<file path="config.mk">
export PLATFORM = sky130hd
export DESIGN_NAME = param_average_blend_smoother
export DESIGN_NICKNAME = d
export VERILOG_FILES = /design/src/sv/pabs_pkg.sv /design/src/sv/pabs_div.sv /design/src/sv/pabs_blend.sv /design/src/sv/param_average_blend_smoother.sv
export SDC_FILE = /design/constraint.sdc
export NUM_CORES = 2
export LEC_CHECK = 0
export ABC_AREA = 1
export BUFFER_PORTS_ARGS = -buffer_cell sky130_fd_sc_hd__buf_2
export CAP_MARGIN = 20
export CELL_PAD_IN_SITES_DETAIL_PLACEMENT = 1
export CELL_PAD_IN_SITES_GLOBAL_PLACEMENT = 2
export CORE_MARGIN = 8
export CORE_UTILIZATION = 23
export DETAILED_ROUTE_END_ITERATION = 8
export PLACE_DENSITY = 0.59
export SLEW_MARGIN = 20
export SYNTH_ARGS = -nofsm -noshare
export SYNTH_HDL_FRONTEND = slang
export SYNTH_SLANG_ARGS = --single-unit
</file>
<file path="constraint.sdc">
create_clock -name clk -period 10.5 [get_ports clk]
set_input_delay 0.525 -clock clk [delete_from_list [all_inputs] [get_ports clk]]
set_output_delay 0.525 -clock clk [all_outputs]
set_load 0.01 [all_outputs]
</file>
<file path="src/sv/pabs_pkg.sv">
// ----------------------------------------------------------------------------
// pabs_pkg: shared types and constants for the parameter smoother
// Field widths, register indexes, sequencer states and the divider request.
// ----------------------------------------------------------------------------
package pabs_pkg;

  // Field and state widths
  localparam int VAL_W   = 16;                        // Q8.8 value
  localparam int ACC_W   = 24;                        // frame sum
  localparam int FT_W    = 16;                        // Q0.16 frame time
  localparam int F_W     = 17;                        // blend factor, 1.0 = 2^16
  localparam int MAX_SETS = 255;                      // sample limit per frame
  localparam int COUNT_W = $clog2(MAX_SETS + 1);
  localparam int STEP_W  = $clog2(ACC_W + 1);         // divider step counter
  localparam int PROD_W  = (ACC_W + 1) + (F_W + 1);   // signed blend product
  localparam int CFG_W   = 16;
  localparam int IDX_W   = 2;

  localparam logic [F_W-1:0] ONE_Q16 = F_W'(65536);

  // Configuration register indexes
  typedef enum logic [IDX_W-1:0] {
    REG_SMOOTH_EN  = 2'd0,
    REG_GLOBAL_EN  = 2'd1,
    REG_DEFAULT    = 2'd2
  } reg_idx_t;

  // Item kinds carried in func
  localparam logic FUNC_SET = 1'b0;
  localparam logic FUNC_GET = 1'b1;

  // Sequencer states, one-hot
  typedef enum logic [4:0] {
    ST_IDLE = 5'b00001,
    ST_DIV  = 5'b00010,
    ST_MUL  = 5'b00100,
    ST_ADD  = 5'b01000,
    ST_FIN  = 5'b10000
  } state_t;

  // Request into the serial divider
  typedef struct packed {
    logic                     start;
    logic signed [ACC_W-1:0]  dividend;
    logic [COUNT_W-1:0]       divisor;
  } div_req_t;

endpackage

</file>
<file path="src/sv/pabs_div.sv">
// ----------------------------------------------------------------------------
// pabs_div: serial signed-by-unsigned divider
// Restoring division of the frame sum by the sample count, one quotient bit
// per cycle through a single subtractor; truncates toward zero.
// ----------------------------------------------------------------------------
module pabs_div (
  input  logic                              clk,
  input  logic                              rst,
  input  pabs_pkg::div_req_t                req,
  output logic                              done,
  output logic signed [pabs_pkg::ACC_W-1:0] quotient
);

  logic [pabs_pkg::ACC_W-1:0]    quo;
  logic [pabs_pkg::COUNT_W-1:0]  rem;
  logic [pabs_pkg::COUNT_W-1:0]  dvs;
  logic                          neg;
  logic                          busy;
  logic [pabs_pkg::STEP_W-1:0]   cnt;
  logic [pabs_pkg::COUNT_W:0]    shifted;
  logic [pabs_pkg::COUNT_W+1:0]  trial;
  logic                          ge;

  // Shared subtractor: shifted partial remainder minus divisor
  always_comb begin
    shifted = {rem, quo[pabs_pkg::ACC_W-1]};
    trial   = {1'b0, shifted} - {2'b00, dvs};
    ge      = !trial[pabs_pkg::COUNT_W+1];
  end

  // Control: load on start, count down the quotient bits
  always_ff @(posedge clk) begin
    if (rst) begin
      busy <= 1'b0;
      done <= 1'b0;
      cnt  <= '0;
    end else begin
      done <= !req.start && busy && (cnt == pabs_pkg::STEP_W'(1));
      if (req.start) begin
        busy <= 1'b1;
        cnt  <= pabs_pkg::STEP_W'(pabs_pkg::ACC_W);
      end else if (busy) begin
        cnt <= cnt - 1'b1;
        if (cnt == pabs_pkg::STEP_W'(1)) begin
          busy <= 1'b0;
        end
      end
    end
  end

  // Datapath: magnitude in, one restoring step a cycle
  always_ff @(posedge clk) begin
    if (req.start) begin
      neg <= req.dividend[pabs_pkg::ACC_W-1];
      quo <= req.dividend[pabs_pkg::ACC_W-1] ? (~req.dividend + 1'b1) : req.dividend;
      rem <= '0;
      dvs <= req.divisor;
    end else if (busy) begin
      rem <= ge ? trial[pabs_pkg::COUNT_W-1:0] : shifted[pabs_pkg::COUNT_W-1:0];
      quo <= {quo[pabs_pkg::ACC_W-2:0], ge};
    end
  end

  // Restore the sign
  assign quotient = neg ? -$signed(quo) : $signed(quo);

endmodule

</file>
<file path="src/sv/pabs_blend.sv">
// ----------------------------------------------------------------------------
// pabs_blend: blend step toward the frame average
// Registers (average - current) * factor, then scales by 2^-16 toward zero
// and adds to the current value with 16-bit saturation.
// ----------------------------------------------------------------------------
module pabs_blend (
  input  logic                              clk,
  input  logic                              load,
  input  logic signed [pabs_pkg::ACC_W-1:0] avg,
  input  logic signed [pabs_pkg::VAL_W-1:0] cur,
  input  logic [pabs_pkg::F_W-1:0]          factor,
  output logic signed [pabs_pkg::VAL_W-1:0] blended
);

  localparam int STEP_BITS = pabs_pkg::PROD_W - 16;
  localparam int SUM_W     = STEP_BITS + 1;

  logic signed [pabs_pkg::ACC_W:0]    diff;
  logic signed [pabs_pkg::PROD_W-1:0] prod;
  logic signed [pabs_pkg::VAL_W-1:0]  cur_q;
  logic signed [STEP_BITS-1:0]        step;
  logic signed [SUM_W-1:0]            sum;

  localparam logic signed [SUM_W-1:0] VMAX = SUM_W'(32767);
  localparam logic signed [SUM_W-1:0] VMIN = -SUM_W'(32768);

  assign diff = (pabs_pkg::ACC_W+1)'(avg) - (pabs_pkg::ACC_W+1)'(cur);

  // Stage: one multiply, registered
  always_ff @(posedge clk) begin
    if (load) begin
      prod  <= pabs_pkg::PROD_W'(diff) * pabs_pkg::PROD_W'($signed({1'b0, factor}));
      cur_q <= cur;
    end
  end

  // Scale toward zero, add, saturate
  always_comb begin
    step = prod[pabs_pkg::PROD_W-1:16];
    if (prod[pabs_pkg::PROD_W-1] && (prod[15:0] != 16'd0)) begin
      step = step + 1'b1;
    end
    sum = SUM_W'(cur_q) + SUM_W'(step);
    if (sum > VMAX) begin
      blended = 16'sh7FFF;
    end else if (sum < VMIN) begin
      blended = -16'sh8000;
    end else begin
      blended = sum[pabs_pkg::VAL_W-1:0];
    end
  end

endmodule

</file>
<file path="src/sv/param_average_blend_smoother.sv">
// ----------------------------------------------------------------------------
// param_average_blend_smoother: frame-averaged, time-blended setting value
// A set item completes in the cycle it is accepted, and ready stays high.
// A get with smoothing on and samples pending passes through the serial
// divider, then the blend multiply and add, before its result is raised;
// with no samples it skips the divider, and with smoothing off it goes
// straight to delivery. Ready is low while a get is in progress, including
// while the output register stays full. Sets run one per cycle.
// Reset (synchronous, active high) clears value, sum and count, sets the
// global blend switch, and empties the output register.
// ----------------------------------------------------------------------------
module param_average_blend_smoother (
  input  logic        clk,
  input  logic        rst,
  // configuration write port
  input  logic        cfg_we,
  input  logic [1:0]  cfg_index,
  input  logic [15:0] cfg_data,
  // input items
  input  logic        s_axis_tvalid,
  output logic        s_axis_tready,
  input  logic [31:0] s_axis_tdata,   // [15:0] value, [31:16] frame_time
  input  logic [1:0]  s_axis_tuser,   // [0] func, [1] force_req
  // result items
  output logic        m_axis_tvalid,
  input  logic        m_axis_tready,
  output logic [15:0] m_axis_tdata    // [15:0] param_value
);

  // Configuration
  logic                                smooth_en;
  logic                                global_en;
  logic signed [pabs_pkg::VAL_W-1:0]   default_value;

  // State
  pabs_pkg::state_t                    state;
  logic signed [pabs_pkg::VAL_W-1:0]   cur;
  logic signed [pabs_pkg::ACC_W-1:0]   acc;
  logic [pabs_pkg::COUNT_W-1:0]        count;
  logic [pabs_pkg::F_W-1:0]            factor;

  // Input fields
  logic                                in_func;
  logic                                in_force;
  logic signed [pabs_pkg::VAL_W-1:0]   in_value;
  logic [pabs_pkg::FT_W-1:0]           in_ft;
  logic                                accept;
  logic                                smooth_on;

  // Set path
  logic signed [pabs_pkg::ACC_W-1:0]   set_base;
  logic signed [pabs_pkg::ACC_W:0]     set_sum;
  logic signed [pabs_pkg::ACC_W-1:0]   set_acc;
  logic [pabs_pkg::FT_W+1:0]           ft_x4;

  // Units
  pabs_pkg::div_req_t                  div_req;
  logic                                div_done;
  logic signed [pabs_pkg::ACC_W-1:0]   div_q;
  logic signed [pabs_pkg::VAL_W-1:0]   blended;
  logic                                out_free;

  localparam logic signed [pabs_pkg::ACC_W:0] AMAX = (pabs_pkg::ACC_W+1)'(8388607);
  localparam logic signed [pabs_pkg::ACC_W:0] AMIN = -(pabs_pkg::ACC_W+1)'(8388608);

  assign in_value  = s_axis_tdata[15:0];
  assign in_ft     = s_axis_tdata[31:16];
  assign in_func   = s_axis_tuser[0];
  assign in_force  = s_axis_tuser[1];
  assign s_axis_tready = (state == pabs_pkg::ST_IDLE);
  assign accept    = s_axis_tvalid && s_axis_tready;
  assign smooth_on = smooth_en && global_en;
  assign out_free  = !m_axis_tvalid || m_axis_tready;

  // Accumulate with 24-bit saturation, seeding from the default on a new frame
  always_comb begin
    set_base = (count == '0) ? pabs_pkg::ACC_W'(default_value) : acc;
    set_sum  = (pabs_pkg::ACC_W+1)'(set_base) + (pabs_pkg::ACC_W+1)'(in_value);
    if (set_sum > AMAX) begin
      set_acc = pabs_pkg::ACC_W'(AMAX);
    end else if (set_sum < AMIN) begin
      set_acc = pabs_pkg::ACC_W'(AMIN);
    end else begin
      set_acc = set_sum[pabs_pkg::ACC_W-1:0];
    end
    ft_x4 = {in_ft, 2'b00};
  end

  // Divider request: start when a get finds pending samples
  always_comb begin
    div_req.start    = accept && (in_func == pabs_pkg::FUNC_GET) && smooth_on &&
                       (count != '0);
    div_req.dividend = acc;
    div_req.divisor  = count;
  end

  pabs_div u_div (
    .clk      (clk),
    .rst      (rst),
    .req      (div_req),
    .done     (div_done),
    .quotient (div_q)
  );

  pabs_blend u_blend (
    .clk     (clk),
    .load    (state == pabs_pkg::ST_MUL),
    .avg     (acc),
    .cur     (cur),
    .factor  (factor),
    .blended (blended)
  );

  // Configuration writes
  always_ff @(posedge clk) begin
    if (rst) begin
      smooth_en     <= 1'b0;
      global_en     <= 1'b1;
      default_value <= '0;
    end else if (cfg_we) begin
      unique case (cfg_index)
        pabs_pkg::REG_SMOOTH_EN: smooth_en     <= cfg_data[0];
        pabs_pkg::REG_GLOBAL_EN: global_en     <= cfg_data[0];
        pabs_pkg::REG_DEFAULT:   default_value <= cfg_data;
        default: ;
      endcase
    end
  end

  // Sequencer and state update
  always_ff @(posedge clk) begin
    if (rst) begin
      state         <= pabs_pkg::ST_IDLE;
      cur           <= '0;
      acc           <= '0;
      count         <= '0;
      m_axis_tvalid <= 1'b0;
    end else begin
      // Raise valid on delivery, drop it once the item is taken
      if ((state == pabs_pkg::ST_FIN) && out_free) begin
        m_axis_tvalid <= 1'b1;
      end else if (m_axis_tready) begin
        m_axis_tvalid <= 1'b0;
      end
      unique case (state)
        pabs_pkg::ST_IDLE: begin
          if (accept) begin
            if (in_func == pabs_pkg::FUNC_SET) begin
              if (!smooth_on) begin
                cur <= in_value;
              end else if (in_force) begin
                cur   <= in_value;
                acc   <= pabs_pkg::ACC_W'(in_value);
                count <= '0;
              end else if (count < pabs_pkg::COUNT_W'(pabs_pkg::MAX_SETS)) begin
                acc <= set_acc;
                if ((count == '0) && (default_value != '0)) begin
                  count <= pabs_pkg::COUNT_W'(2);
                end else begin
                  count <= count + 1'b1;
                end
              end
            end else if (!smooth_on) begin
              state <= pabs_pkg::ST_FIN;
            end else begin
              factor <= (ft_x4 > (pabs_pkg::FT_W+2)'(pabs_pkg::ONE_Q16)) ?
                        pabs_pkg::ONE_Q16 : ft_x4[pabs_pkg::F_W-1:0];
              state  <= (count != '0) ? pabs_pkg::ST_DIV : pabs_pkg::ST_MUL;
            end
          end
        end
        pabs_pkg::ST_DIV: begin
          // hold until the frame average is ready
          if (div_done) begin
            acc   <= div_q;
            count <= '0;
            state <= pabs_pkg::ST_MUL;
          end
        end
        pabs_pkg::ST_MUL: begin
          state <= pabs_pkg::ST_ADD;
        end
        pabs_pkg::ST_ADD: begin
          cur   <= blended;
          state <= pabs_pkg::ST_FIN;
        end
        pabs_pkg::ST_FIN: begin
          // deliver once the output register is free
          if (out_free) begin
            m_axis_tdata  <= cur;
            state         <= pabs_pkg::ST_IDLE;
          end
        end
        default: state <= pabs_pkg::ST_IDLE;
      endcase
    end
  end

  // Checks
  a_count_limit: assert property (@(posedge clk) disable iff (rst)
    count <= pabs_pkg::COUNT_W'(pabs_pkg::MAX_SETS))
    else $error("sample count above limit");

  a_div_in_div: assert property (@(posedge clk) disable iff (rst)
    div_done |-> (state == pabs_pkg::ST_DIV))
    else $error("divider finished outside the divide state");

  a_set_no_result: assert property (@(posedge clk) disable iff (rst)
    (accept && (in_func == pabs_pkg::FUNC_SET) && !m_axis_tvalid) |=> !m_axis_tvalid)
    else $error("set item produced a result");

  a_get_busy: assert property (@(posedge clk) disable iff (rst)
    (accept && (in_func == pabs_pkg::FUNC_GET)) |=> !s_axis_tready)
    else $error("ready stayed high during a get");

endmodule

</file>
==> reports/qor.csv <==
stage;metric;value;unit
logic_synthesis;Cells after Synth;3847;
floorplanning;chip width;372;um
logic_synthesis;multiplexer area fraction after synthesis;0;
setup_path;kind of critical path;flip-flop to flip-flop;
global_routing;first-pass GRT wire length;160000;um
detailed_routing;Avg Vias per Cell;4.38;
setup_path;Worst path most repeated cell;inv_1;
min_path;HP Start;cfg_data[15];
setup_path;Data arrival, critical path;9180;ps
global_routing;total gr overflow;0;
clock_network;Post-CTS Setup Inserts;0;
logic_synthesis;syn avg cell area;7.58;sq um
clock_network;Reg clk slew, reported paths;60;ps
sta;Worst-Margin Slew;1100;ps
run_status;status;finished, final reports clean;
floorplanning;chip height;372;um
logic_synthesis;Syn Nets;4486;
detailed_routing;final WL;104000;um
setup_path;Worst R2R Path Depth;40;
logic_synthesis;FF+latch count, synth;208;
global_routing;largest net degree at the start of global routing;59;
sta;Final WS setup;1640;ps
logic_synthesis;post-synthesis xor/xnor area fraction;0.0435;
clock_network;post-CTS resize count;0;
setup_path;worst r2r src;acc[0];
final_layout;fillers;15200;
min_path;Hold EP;default_value[15];
placement;detailed placer's ending HPWL;88700;um
logic_synthesis;Compound-Gate Fraction of Synth Area;0.0929;
floorplanning;core area;0.126;sq mm
clock_network;H-tree depth;1;
global_routing;initial antenna violation count;2;
logic_synthesis;main combinational cell family by area after synthesis;adder cells;
sta;sum of negative setup slack;0;ps
min_path;worst hold path class;input pin to flip-flop;
setup_path;Reg2Reg Setup Slack;1640;ps
clock_network;clock sinks;208;
sta;Final Max Tran Viols;0;
clock_network;Root Driver;clkbuf_16;
min_path;Worst Hold Depth;3;
placement;DP Area;0.0316;sq mm
placement;placed cells;5530;
flow_run;maxcap violations;0;
detailed_routing;DRT Pass-1 Iters;5;
setup_path;crit end category;flip-flop;
floorplanning;Site Rows;130;
detailed_routing;Initial DRC Count;1043;
final_layout;commonest non-fill, non-tap cells in the layout;inv_1, nand2_1, nor2_1;
clock_network;clock buffer depth;3;
clock_network;CTS Buf Count;28;
sta;worst relative slew slack;0.261;
detailed_routing;Vias;24400;
logic_synthesis;Synth Cell Area;0.0292;sq mm
logic_synthesis;adder-cell share of the synthesized area;0.344;
clock_network;clk_lat worst skew;610;ps
final_layout;layout cell share with drive strength beyond 1;0.0727;
floorplanning;Initial Utilization;0.232;
setup_path;RR Endpoint;u_blend.prod[40];
clock_network;CTS tree;built;
setup_path;slowest cell delay on critical path;790;ps
detailed_routing;Final ANT Viol Nets;0;
floorplanning;Ports;75;
final_layout;Final Instance Area;0.0326;sq mm
final_layout;area of the multi-input gates;0.0202;sq mm
final_layout;Final Non-Filler Cells;5583;
sta;Setup violations, final;0;
placement;worst slack, placed;1560;ps
sta;clk_skew;36.9;ps
sta;f_max;0.113;GHz
setup_path;WP data required;10820;ps
sta;fin crit period;8860;ps
final_layout;commonest non-fill, non-tap cell in the layout;inv_1;
final_layout;Final nets;4549;
logic_synthesis;Ys Warns;0;
logic_synthesis;Synth cell types;54;
floorplanning;Die ar.;0.139;sq mm
final_layout;Seq. cell area;0.00538;sq mm
detailed_routing;DRC Markers;0;
sta;fin crit share;0.844;
logic_synthesis;Seq/Total Area, Yosys;0.184;
placement;number of I/O port buffers;74;
detailed_routing;wire length per cell;18.7;um
sta;RSZ-0062 raised after global routing;false;
setup_path;CP Max Fanout;10;
placement;GP Congestion;0.817;
sta;Hold Fails Final Rpt;0;
final_layout;P&R area growth vs syn;11.9;%
logic_synthesis;Synth Area in Simple Gates;0.211;
global_routing;vias in the first global route;26500;
setup_path;Startpoint Class;flip-flop;
setup_path;CP max-delay cell;xor2_2;
global_routing;global-route usage over all layers;0.149;
clock_network;number of hold-repair buffers added at the cts stage;0;
==> state kept, by name, indices dropped and copies added (netlist names) <==
register and cells:
u_div.dvs 8, smooth_en 1, u_div.quo 24, u_div.cnt 5, u_div.rem 8, state 5, m_axis_tdata 16, u_blend.prod 41
m_axis_tvalid 1, count 8, factor 15, default_value 16, u_div.neg 1, global_en 1, cur 16, u_blend.cur_q 16
acc 24, u_div.busy 1, u_div.done 1
==> critical path: cells and delay by family, from the launching register on <==
family | cells | cell delay [ps]
buffers and inverters | 9 | 1000
adders and majority gates | 9 | 3870
xor gates and xnor gates | 2 | 880
DFF | 1 | 340
AOI/OAI and AO/OA | 7 | 1200
and+or+nand+nor | 13 | 1260
==> synth_stat cells, drive strengths merged <==
library cell,instances,share of area
a22oi,1,0.00026
o21bai,11,0.0028
inv,856,0.11
edfxtp,121,0.12
nand3b,6,0.0015
and2,2,0.00043
o211ai,14,0.0036
or2,40,0.0086
nor3b,4,0.0010
nand3,121,0.022
o31ai,5,0.0013
xnor2,47,0.014
o2111ai,1,0.00030
dfxtp,87,0.060
o21a,8,0.0021
clkbuf,68,0.0087
nor3,45,0.0086
a211oi,6,0.0015
a21o,8,0.0021
a21boi,1,0.00026
a31oi,33,0.0073
clkinv,15,0.0019
a21oi,205,0.037
o221ai,1,0.00030
o21ai,174,0.031
nor4,14,0.0030
nor2,441,0.058
o22ai,6,0.0013
xor2,94,0.029
nand4,34,0.0075
fa,366,0.25
ha,216,0.093
a311oi,1,0.00030
nand2,773,0.10
a221oi,4,0.0012
a221o,1,0.00034
buf,17,0.0035
==> how the worst max path moves through the flow <==
stage | from | endpoint | slack (ps) | cells past startpoint
after floorplan | acc[0] | u_blend.prod[40] | 3070 | 42
after global placement | cur[0] | u_blend.prod[40] | 1650 | 41
after detailed placement | acc[0] | u_blend.prod[40] | 1560 | 42
after CTS | acc[0] | u_blend.prod[40] | 1510 | 42
after global routing | acc[0] | u_blend.prod[40] | 850 | 42
final | acc[0] | u_blend.prod[40] | 1640 | 40
==> cell type report <==
class / count / share of cell area
antenna: 1 / 0.0000766
clock buffer: 32 / 0.0222
clock inverter: 20 / 0.00885
inverter: 871 / 0.100
multi-input combinational: 2683 / 0.619
sequential: 208 / 0.165
tap: 1650 / 0.0632
timing repair buffer: 118 / 0.0215
==> per-layer routing <==
metal	share of wire	vias up	track usage
met2	0.48	287	0.261
met4	0.023	0	0.0333
met3	0.028	97	0.0154
met5	0	-	0
li1	-	12000	-
met1	0.47	12100	0.198
==> per-stage QoR <==
stage	hold slack, ps	utilization
6_report	158	0.260
3_5_place_dp	438	0.252
2_1_floorplan	408	-
4_1_cts	103	0.260
3_3_place_gp	416	0.252
5_1_grt	149	0.260
==> kinds of logic after synthesis <==
family,Yosys count
simple gates,1480
buf+inv,956
fa+ha+maj,582
compound gates,480
flops,208
xor+xnor,141
Power is left out: the tool's default activity adds up to more than one toggle a clock period on the data nets, which glitch-free logic cannot reach.
